File: src/hdl/i2cms_pkg.sv
// types and codes shared by the i2c master byte sequencer
`default_nettype none

package i2cms_pkg;

    localparam int PhaseWidth = 16;
    localparam int StepWidth  = 5;

    // request codes on the command channel
    localparam logic [2:0] REQ_TICK  = 3'd0;
    localparam logic [2:0] REQ_START = 3'd1;
    localparam logic [2:0] REQ_STOP  = 3'd2;
    localparam logic [2:0] REQ_WRITE = 3'd3;
    localparam logic [2:0] REQ_READ  = 3'd4;

    localparam logic [StepWidth-1:0] STEP_IDLE       = 5'd0;
    localparam logic [StepWidth-1:0] STEP_FIRST      = 5'd1;
    localparam logic [StepWidth-1:0] STEP_LAST_SHORT = 5'd2;
    localparam logic [StepWidth-1:0] STEP_LAST_READ  = 5'd17;
    localparam logic [StepWidth-1:0] STEP_LAST_WRITE = 5'd18;
    localparam logic [StepWidth-1:0] STEP_ACK_SLOT   = 5'd16;
    localparam logic [StepWidth-1:0] STEP_LAST_BIT   = 5'd15;

    typedef enum logic [1:0] {
        OP_START = 2'd0,
        OP_STOP  = 2'd1,
        OP_WRITE = 2'd2,
        OP_READ  = 2'd3
    } op_t;

    typedef struct packed {
        logic [2:0] req_type;
        logic [7:0] tx_byte;
        logic       send_ack;
        logic       sda_in;
    } req_t;

    typedef struct packed {
        logic       scl_out;
        logic       sda_out;
        logic       sda_drive;
        logic       busy_res;
        logic       done_res;
        logic       ack_seen;
        logic [7:0] rx_byte;
        logic       rejected;
    } res_t;

endpackage

`default_nettype wire

File: src/hdl/i2c_master_byte_sequencer.sv
// i2c master byte sequencer: command and tick driven scl/sda control
// the result transaction is registered from the accepted transaction and presented in the following cycle
// throughput: one transaction per cycle unless an unaccepted result holds s_ready low; the state
// update and result are computed in one pass and stored in the result register
// reset: aresetn synchronous active low; scl and sda driven high, sequencer idle,
// phase_ticks returns to one
`default_nettype none

module i2c_master_byte_sequencer (
    input  wire logic                  aclk,
    input  wire logic                  aresetn,
    input  wire logic                  cfg_valid,
    output logic                       cfg_ready,
    input  wire logic [15:0]           cfg_data,
    input  wire logic                  s_valid,
    output logic                       s_ready,
    input  wire i2cms_pkg::req_t       s_data,
    output logic                       m_valid,
    input  wire logic                  m_ready,
    output i2cms_pkg::res_t            m_data
);

    logic [i2cms_pkg::PhaseWidth-1:0] phase_ticks_reg;
    logic                             scl_reg, scl_next;
    logic                             sda_reg, sda_next;
    logic                             drive_reg, drive_next;
    logic [i2cms_pkg::StepWidth-1:0]  step_reg, step_next;
    i2cms_pkg::op_t                   op_reg, op_next;
    logic [7:0]                       shift_reg, shift_next;
    logic [i2cms_pkg::PhaseWidth-1:0] count_reg, count_next;
    logic                             ack_mode_reg, ack_mode_next;
    logic                             last_ack_reg, last_ack_next;
    logic [7:0]                       rx_hold_reg, rx_hold_next;
    logic                             m_valid_reg, m_valid_next;
    i2cms_pkg::res_t                  m_data_reg, m_data_next;

    logic                             s_fire;
    logic                             done;
    logic                             rej;
    logic [i2cms_pkg::PhaseWidth-1:0] count_inc;
    logic [i2cms_pkg::PhaseWidth-1:0] phase_len;
    logic [i2cms_pkg::StepWidth-1:0]  last_step;
    logic [7:0]                       shift_up;
    logic [7:0]                       shift_in;

    assign cfg_ready = 1'b1;
    assign s_ready   = !m_valid_reg || m_ready;
    assign s_fire    = s_valid && s_ready;
    assign m_valid   = m_valid_reg;
    assign m_data    = m_data_reg;

    assign count_inc = count_reg + 16'd1;
    assign phase_len = (phase_ticks_reg == '0) ? 16'd1 : phase_ticks_reg;
    assign shift_up  = {shift_reg[6:0], 1'b0};
    assign shift_in  = {shift_reg[6:0], s_data.sda_in};

    always_comb begin
        unique case (op_reg)
            i2cms_pkg::OP_WRITE: last_step = i2cms_pkg::STEP_LAST_WRITE;
            i2cms_pkg::OP_READ:  last_step = i2cms_pkg::STEP_LAST_READ;
            default:             last_step = i2cms_pkg::STEP_LAST_SHORT;
        endcase
    end

    always_comb begin
        scl_next      = scl_reg;
        sda_next      = sda_reg;
        drive_next    = drive_reg;
        step_next     = step_reg;
        op_next       = op_reg;
        shift_next    = shift_reg;
        count_next    = count_reg;
        ack_mode_next = ack_mode_reg;
        last_ack_next = last_ack_reg;
        rx_hold_next  = rx_hold_reg;
        done          = 1'b0;
        rej           = 1'b0;

        if (s_fire) begin
            unique case (s_data.req_type)
                i2cms_pkg::REQ_START, i2cms_pkg::REQ_STOP,
                i2cms_pkg::REQ_WRITE, i2cms_pkg::REQ_READ: begin
                    if (step_reg != i2cms_pkg::STEP_IDLE) begin
                        rej = 1'b1;
                    end else begin
                        count_next = '0;
                        step_next  = i2cms_pkg::STEP_FIRST;
                        unique case (s_data.req_type)
                            i2cms_pkg::REQ_START: begin
                                op_next    = i2cms_pkg::OP_START;
                                sda_next   = 1'b1;
                                drive_next = 1'b1;
                                scl_next   = 1'b1;
                            end
                            i2cms_pkg::REQ_STOP: begin
                                op_next    = i2cms_pkg::OP_STOP;
                                sda_next   = 1'b0;
                                drive_next = 1'b1;
                                scl_next   = 1'b1;
                            end
                            i2cms_pkg::REQ_WRITE: begin
                                op_next    = i2cms_pkg::OP_WRITE;
                                shift_next = s_data.tx_byte;
                                sda_next   = s_data.tx_byte[7];
                            end
                            default: begin
                                op_next       = i2cms_pkg::OP_READ;
                                ack_mode_next = s_data.send_ack;
                                shift_next    = '0;
                                drive_next    = 1'b0;
                                sda_next      = 1'b1;
                                scl_next      = 1'b1;
                            end
                        endcase
                    end
                end
                i2cms_pkg::REQ_TICK: begin
                    if (step_reg != i2cms_pkg::STEP_IDLE) begin
                        if (count_inc >= phase_len || count_inc == '0) begin
                            count_next = '0;
                            if (step_reg >= last_step) begin
                                // final phase of the command
                                done      = 1'b1;
                                step_next = i2cms_pkg::STEP_IDLE;
                                unique case (op_reg)
                                    i2cms_pkg::OP_STOP: sda_next = 1'b1;
                                    i2cms_pkg::OP_WRITE: begin
                                        last_ack_next = !s_data.sda_in;
                                        scl_next      = 1'b0;
                                        drive_next    = 1'b1;
                                    end
                                    default: scl_next = 1'b0;
                                endcase
                            end else begin
                                step_next = step_reg + 5'd1;
                                unique case (op_reg)
                                    i2cms_pkg::OP_START: sda_next = 1'b0;
                                    i2cms_pkg::OP_STOP:  sda_next = 1'b1;
                                    i2cms_pkg::OP_WRITE: begin
                                        if (step_reg[0]) begin
                                            scl_next = 1'b1;
                                        end else begin
                                            scl_next   = 1'b0;
                                            shift_next = shift_up;
                                            if (step_reg < i2cms_pkg::STEP_ACK_SLOT) begin
                                                sda_next = shift_up[7];
                                            end else begin
                                                drive_next = 1'b0;
                                                sda_next   = 1'b1;
                                            end
                                        end
                                    end
                                    default: begin
                                        if (step_reg[0]) begin
                                            shift_next = shift_in;
                                            scl_next   = 1'b0;
                                            if (step_reg == i2cms_pkg::STEP_LAST_BIT) begin
                                                rx_hold_next = shift_in;
                                                drive_next   = 1'b1;
                                                sda_next     = !ack_mode_reg;
                                            end
                                        end else begin
                                            scl_next = 1'b1;
                                        end
                                    end
                                endcase
                            end
                        end else begin
                            count_next = count_inc;
                        end
                    end
                end
                default: ;
            endcase
        end
    end

    always_comb begin
        m_data_next.scl_out   = scl_next;
        m_data_next.sda_out   = sda_next;
        m_data_next.sda_drive = drive_next;
        m_data_next.busy_res  = (step_next != i2cms_pkg::STEP_IDLE);
        m_data_next.done_res  = done;
        m_data_next.ack_seen  = last_ack_next;
        m_data_next.rx_byte   = rx_hold_next;
        m_data_next.rejected  = rej;

        if (s_fire) begin
            m_valid_next = 1'b1;
        end else if (m_ready) begin
            m_valid_next = 1'b0;
        end else begin
            m_valid_next = m_valid_reg;
        end
    end

    always_ff @(posedge aclk) begin
        if (!aresetn) begin
            phase_ticks_reg <= 16'd1;
            scl_reg         <= 1'b1;
            sda_reg         <= 1'b1;
            drive_reg       <= 1'b1;
            step_reg        <= i2cms_pkg::STEP_IDLE;
            op_reg          <= i2cms_pkg::OP_START;
            shift_reg       <= '0;
            count_reg       <= '0;
            ack_mode_reg    <= 1'b0;
            last_ack_reg    <= 1'b0;
            rx_hold_reg     <= '0;
            m_valid_reg     <= 1'b0;
        end else begin
            if (cfg_valid && cfg_ready) begin
                phase_ticks_reg <= cfg_data;
            end
            scl_reg      <= scl_next;
            sda_reg      <= sda_next;
            drive_reg    <= drive_next;
            step_reg     <= step_next;
            op_reg       <= op_next;
            shift_reg    <= shift_next;
            count_reg    <= count_next;
            ack_mode_reg <= ack_mode_next;
            last_ack_reg <= last_ack_next;
            rx_hold_reg  <= rx_hold_next;
            m_valid_reg  <= m_valid_next;
        end
    end

    always_ff @(posedge aclk) begin
        if (s_fire) begin
            m_data_reg <= m_data_next;
        end
    end

endmodule

`default_nettype wire

File: config.mk
export PLATFORM = sky130hd
export DESIGN_NAME = i2c_master_byte_sequencer
export DESIGN_NICKNAME = d
export VERILOG_FILES = /design/src/hdl/i2cms_pkg.sv /design/src/hdl/i2c_master_byte_sequencer.sv
export SDC_FILE = /design/constraint.sdc
export NUM_CORES = 1
export LEC_CHECK = 0
export BUFFER_PORTS_ARGS = -buffer_cell sky130_fd_sc_hd__clkbuf_2
export CORE_MARGIN = 10
export CORE_UTILIZATION = 55
export CTS_BUF_LIST = sky130_fd_sc_hd__clkbuf_16
export CTS_CLUSTER_DIAMETER = 60
export DETAILED_ROUTE_END_ITERATION = 16
export PLACE_DENSITY_LB_ADDON = 0.05
export REMOVE_ABC_BUFFERS = 1
export SYNTH_ARGS = -nofsm -noshare
export SYNTH_HDL_FRONTEND = slang
export SYNTH_SLANG_ARGS = --single-unit
File: constraint.sdc
create_clock -name aclk -period 5.1 [get_ports aclk]
set_clock_uncertainty 0.2 [all_clocks]
set_input_delay 1.02 -clock aclk [delete_from_list [all_inputs] [get_ports aclk]]
set_output_delay 1.02 -clock aclk [all_outputs]
set_load 0.02 [all_outputs]
# After elaboration in Yosys (flattened, before gate mapping)

Cells that the tools add are included.

Output and inout port bits: 18
Bits in registers: 75
Bits of input ports: 34
Word-level logic and storage cells: 144

Muxes and demuxes: 77
Add/sub/neg operators: 2
$lt $le $gt $ge: 3
Bitwise operators: 2
Reductions and logical operators: 24
Equality and inequality tests: 16

Operator list:

| operator                                                        | number |
|---|---|
| 16-bit two-way mux                                              | 4 |
| 8-bit two-way mux                                               | 8 |
| 7-bit two-way mux                                               | 6 |
| 7-bit case mux with 2 select lines                              | 3 |
| 1-bit two-way mux                                               | 39 |
| 16-bit zero test                                                | 2 |
| 16-bit case mux with 2 select lines                             | 1 |
| 5-bit two-way mux                                               | 5 |
| 5-bit case mux with 2 select lines                              | 2 |
| 16-bit by 1-bit adder with 16-bit output, second input constant | 1 |
| 16-bit >= comparator                                            | 1 |
| 1-bit case mux with 2 select lines                              | 7 |
| 2-bit inequality test, second input constant                    | 6 |
| 10-bit AND reduction                                            | 1 |
| 5-bit nonzero test                                              | 2 |
| 4-bit AND reduction                                             | 2 |
| 3-bit by 2-bit == test with 1-bit output, second input constant | 2 |
| 2-bit case mux with 3 select lines                              | 1 |
| 3-bit AND reduction                                             | 2 |
| 3-bit OR reduction                                              | 2 |
| 5-bit by 1-bit adder with 5-bit output, second input constant   | 1 |
| 5-bit by 4-bit == test with 1-bit output, second input constant | 1 |
| 5-bit >= comparator                                             | 1 |
| 5-bit less-than comparator, second input constant               | 1 |
| 16 further kinds                                                | 23 |

# Depth between registers and ports, before layout

Depth after elaboration: 9
Depth in mapped cells: 17

# Worst setup path after synthesis

OpenSTA, ideal clock, no wires.

Kind: register to register
Start point: register count_reg[0] (netlist name)
End point: register m_data_reg, in the netlist m_data[2] (data pin)
Required time: 4638 ps
Period minus slack after synthesis: 3913 ps
Buffers on the path: 1
Library setup time: 262 ps
Stages on the path, launching flop included: 14
Data arrival time: 3451 ps
Setup slack: 1187 ps
Cell sequence: dfxtp_1 -> ha_1 -> nand3_1 -> nor4_1 -> xor2_1 -> ha_1 -> o2111ai_1 -> nor4_1 -> a211oi_1 -> o41a_1 -> nand2b_1 -> buf_2 -> nor4_4 -> mux2_2

RTL lines:

| item                     | line                             | RTL |
|---|---|---|
| start: declaration       | i2c_master_byte_sequencer.sv:30  | `logic [i2cms_pkg::PhaseWidth-1:0] count_reg, count_next;` |
| start signal: assignment | i2c_master_byte_sequencer.sv:221 | `count_reg <= count_next;` |
| end signal: assignment   | i2c_master_byte_sequencer.sv:231 | `m_data_reg <= m_data_next;` |
| end: declaration         | i2c_master_byte_sequencer.sv:35  | `i2cms_pkg::res_t m_data_reg, m_data_next;` |

==> impl_results.md <==
* Post-CTS Setup Repair Bufs at 0
* Initial Utilization at between 50% and 60%
* Pre-CTS setup slack at ~0.62 ns
* DR DRC count at 0
* CP startpoint kind: flop
* Compound-Gate Fraction of Synth Area at 15.1%
* Num CTS Buffers at 9
* DR pass1 iterations at 5
* Peak VDD IR at roughly 0.18 mV
* WP data required at about 5.1 ns
* Antenna Violating Nets Remaining at 0
* Max-Slew Margin vs Limit at between 40% and 50%
* Clock slew seen by the registers of the worst setup and hold paths at around 0.060 ns
* Unique masters post-synth at 56
* I/O Pins at 52
* Post-DP HPWL at 7780 um
* WL/cell at ~17 um
* Primary FF master, synth: dfxtp_1
* Critical Path AT at about 4.6 ns
* Max Slew Vio Count at 0
* Commonest cells post-synth: nor2_1 (67), dfxtp_1 (60), nand2_1 (30)
* Max incr delay on CP at about 0.67 ns
* CP Class: reg -> reg
* Hold crit path type: reg -> reg
* Max Cap Viol at 0
* Core box area at ~7600 sq um
* R2r endpoint: rx_hold_reg[0]$_SDFF_PN0_
* Worst-path cell chain: ha_1, nand3_1, nor4_1, xor2_1, ha_1, o2111ai_1, nor4_1, a211oi_1, o41a_1, nand2b_1, nor4_4, mux2_2, and2_1
* Synth Area in XOR/XNOR at under 10%
* Synth-to-Final Area Change at 14.4%
* Critical register-to-register path startpoint: count_reg[0]$_SDFFE_PN0P_
* Async S/R FF share, synth at 0%
* Power Density at 298 nW/um^2
* Worst Tran Pin Value at just over 0.8 ns
* Mux cell area share after synthesis at 8.46%
* TritonCTS clock tree: built
* Vias in the first global route at 3,600
* Synth Area per Inst at approximately 8.6 sq um
* Hold path startpoint: phase_ticks_reg[0]$_SDFFE_PN1P_
* Setup WS post-layout at between 0.5 and 0.6 ns
* Initial antenna violation count at 0
* 1st-iter DRT viols at around 260
* Vias per cell at slightly below 6
* Clk sink count at 75
* # H-tree levels at 3
* Yosys top cell area share at between 20% and 30%
* Most numerous cell in the Yosys netlist: nor2_1
* Post-route setup TNS at 0 ns
* Diodes inserted at 0
* Achievable Freq at ~220 MHz
* Max FO, Critical Path at 9
* Hold Buf Count CTS at 0
* Syn Inst Count at 500
* R2r setup slk at approximately 0.58 ns
* Post-Syn Area at 4280 sq um
* CTS resizes at 0
* Tcrit/Tclk final at between 80% and 90%
* Status: finished, final reports clean
* Warnings from Yosys at 0
* Routed wire length at around 11,000 um
* Top post-synthesis cells by area: dfxtp_1 (28%), edfxtp_1 (11%), ha_1 (6.7%)
* IO buf count at 50
* Vias at 3,773
* # setup viols final at 0
* Synth Register Bits at 75
* RSZ-0062 raised after global routing: false
* First-pass GRT wire length at approximately 18,000 um
* CP max-delay cell: nor4_4
* Overall die width at 108 um
* Reg2Reg Depth at 13
* Overflow after GRT at 0
* WHS Path Cells at 2
* CTS Buffer Depth at 2
* Number of flops mapped to enable cells by yosys at 15
* Share of layout cells above drive strength 1 at 16.3%
* Clock root buffer: clkbuf_16
* Register area share after synthesis at between 30% and 40%
* Pin count of the biggest net entering global routing at 47
* Die ar. at 11,700 sq um
* Crit. End Element: flop
* Tmin final at about 4.5 ns
* Rows at 32
* Hold Path End: phase_ticks_reg[0]$_SDFFE_PN1P_
* Largest family of logic cells by synthesized area: simple AND/OR/NAND/NOR gates
* Clk_lat worst skew at 0.33 ns
* Synth Area in Adders at 6.73%
* Total GRT Usage at between 10% and 20%
* Final hold vios at 0
* Die height at approximately 110 um
* Final net count at 593
* Pleak at between 2 and 2.5 nW
* GP Congestion at roughly 0.99
* Synth Area in Simple Gates at around a fifth
* Yosys top cell by area: dfxtp_1
-- cell usage in the layout, fill, tap and decap left out, drive strengths merged, types with 9 or more instances in the layout --
master	count
and2	13
nand3	23
ha	23
clkbuf	60
dfxtp	60
o21ai	21
nor4	11
inv	32
a21oi	27
nor2	67
xnor2	11
nor3	11
mux2	9
xor2	9
nand2	30
mux2i	26
edfxtp	15
-- how the worst max path moves through the flow --
stage	start	to	slack [ns]	depth (start not counted)
after floorplan	count_reg[0]$_SDFFE_PN0P_	m_data[2]$_DFFE_PP_	1.08	12
after CTS	count_reg[0]$_SDFFE_PN0P_	rx_hold_reg[0]$_SDFF_PN0_	0.61	13
after global placement	count_reg[0]$_SDFFE_PN0P_	rx_hold_reg[2]$_SDFF_PN0_	0.75	13
after detailed placement	count_reg[0]$_SDFFE_PN0P_	rx_hold_reg[0]$_SDFF_PN0_	0.62	13
final	count_reg[0]$_SDFFE_PN0P_	rx_hold_reg[0]$_SDFF_PN0_	0.58	13
after global routing	count_reg[0]$_SDFFE_PN0P_	rx_hold_reg[1]$_SDFF_PN0_	0.24	13
-- per-layer routing --
layer | up-vias | wire length, um | GRT usage [%]
met3 | 31 | 667 | 5.23
met2 | 134 | 5300 | 31.4
li1 | 1842 | - | -
met4 | 0 | 299 | 7.16
met1 | 1766 | 4540 | 22.1
met5 | - | 0 | 0
-- layout make-up --
cell class	count	area, sq um
fill	679	2760
multi-input combinational	363	2380
sequential	75	1650
timing repair buffer	57	303
clock buffer	10	250
tap	102	128
inverter	30	113
clock inverter	6	68.8
-- report_power, final --
part | internal, mW | switching [mW] | leakage (nW) | total, mW
clock | 0.412 | 0.263 | 0.150 | 0.675
combinational | 0.0540 | 0.0935 | 1.26 | 0.148
sequential | 0.622 | 0.0130 | 0.630 | 0.635
-- cell families (layout without fill, tap and decap cells) --
group / after synthesis / after routing
buffers and inverters: 62 / 103
XOR/XNOR: 20 / 20
other: 1 / 1
adder cells (fa/ha/maj): 23 / 23
AO/OA/AOI/OAI: 99 / 99
flip-flops: 75 / 75
multiplexers: 35 / 35
AND/OR/NAND/NOR: 185 / 185
-- metrics by stage --
step,area [sq um],utilization [%],instances,hold slack [ns],total power [mW]
after floorplan,4140,-,468,0.242,0.732
after global placement,4570,59.8,627,0.276,0.794
after detailed placement,4570,59.8,627,0.294,0.796
after CTS,4890,64.0,643,0.314,1.47
after global routing,4890,64.0,643,0.337,1.52
final,4890,64.0,643,0.309,1.46
-- critical path: cells and delay by family (launching register included) --
family,cells,cell delay [ns]
XOR/XNOR,1,0.28
flip-flops,1,0.46
AND/OR/NAND/NOR,6,2.10
AO/OA/AOI/OAI,3,0.43
multiplexers,1,0.41
adder cells (fa/ha/maj),2,0.53
Note: power is estimated with default switching activity, not from simulation.
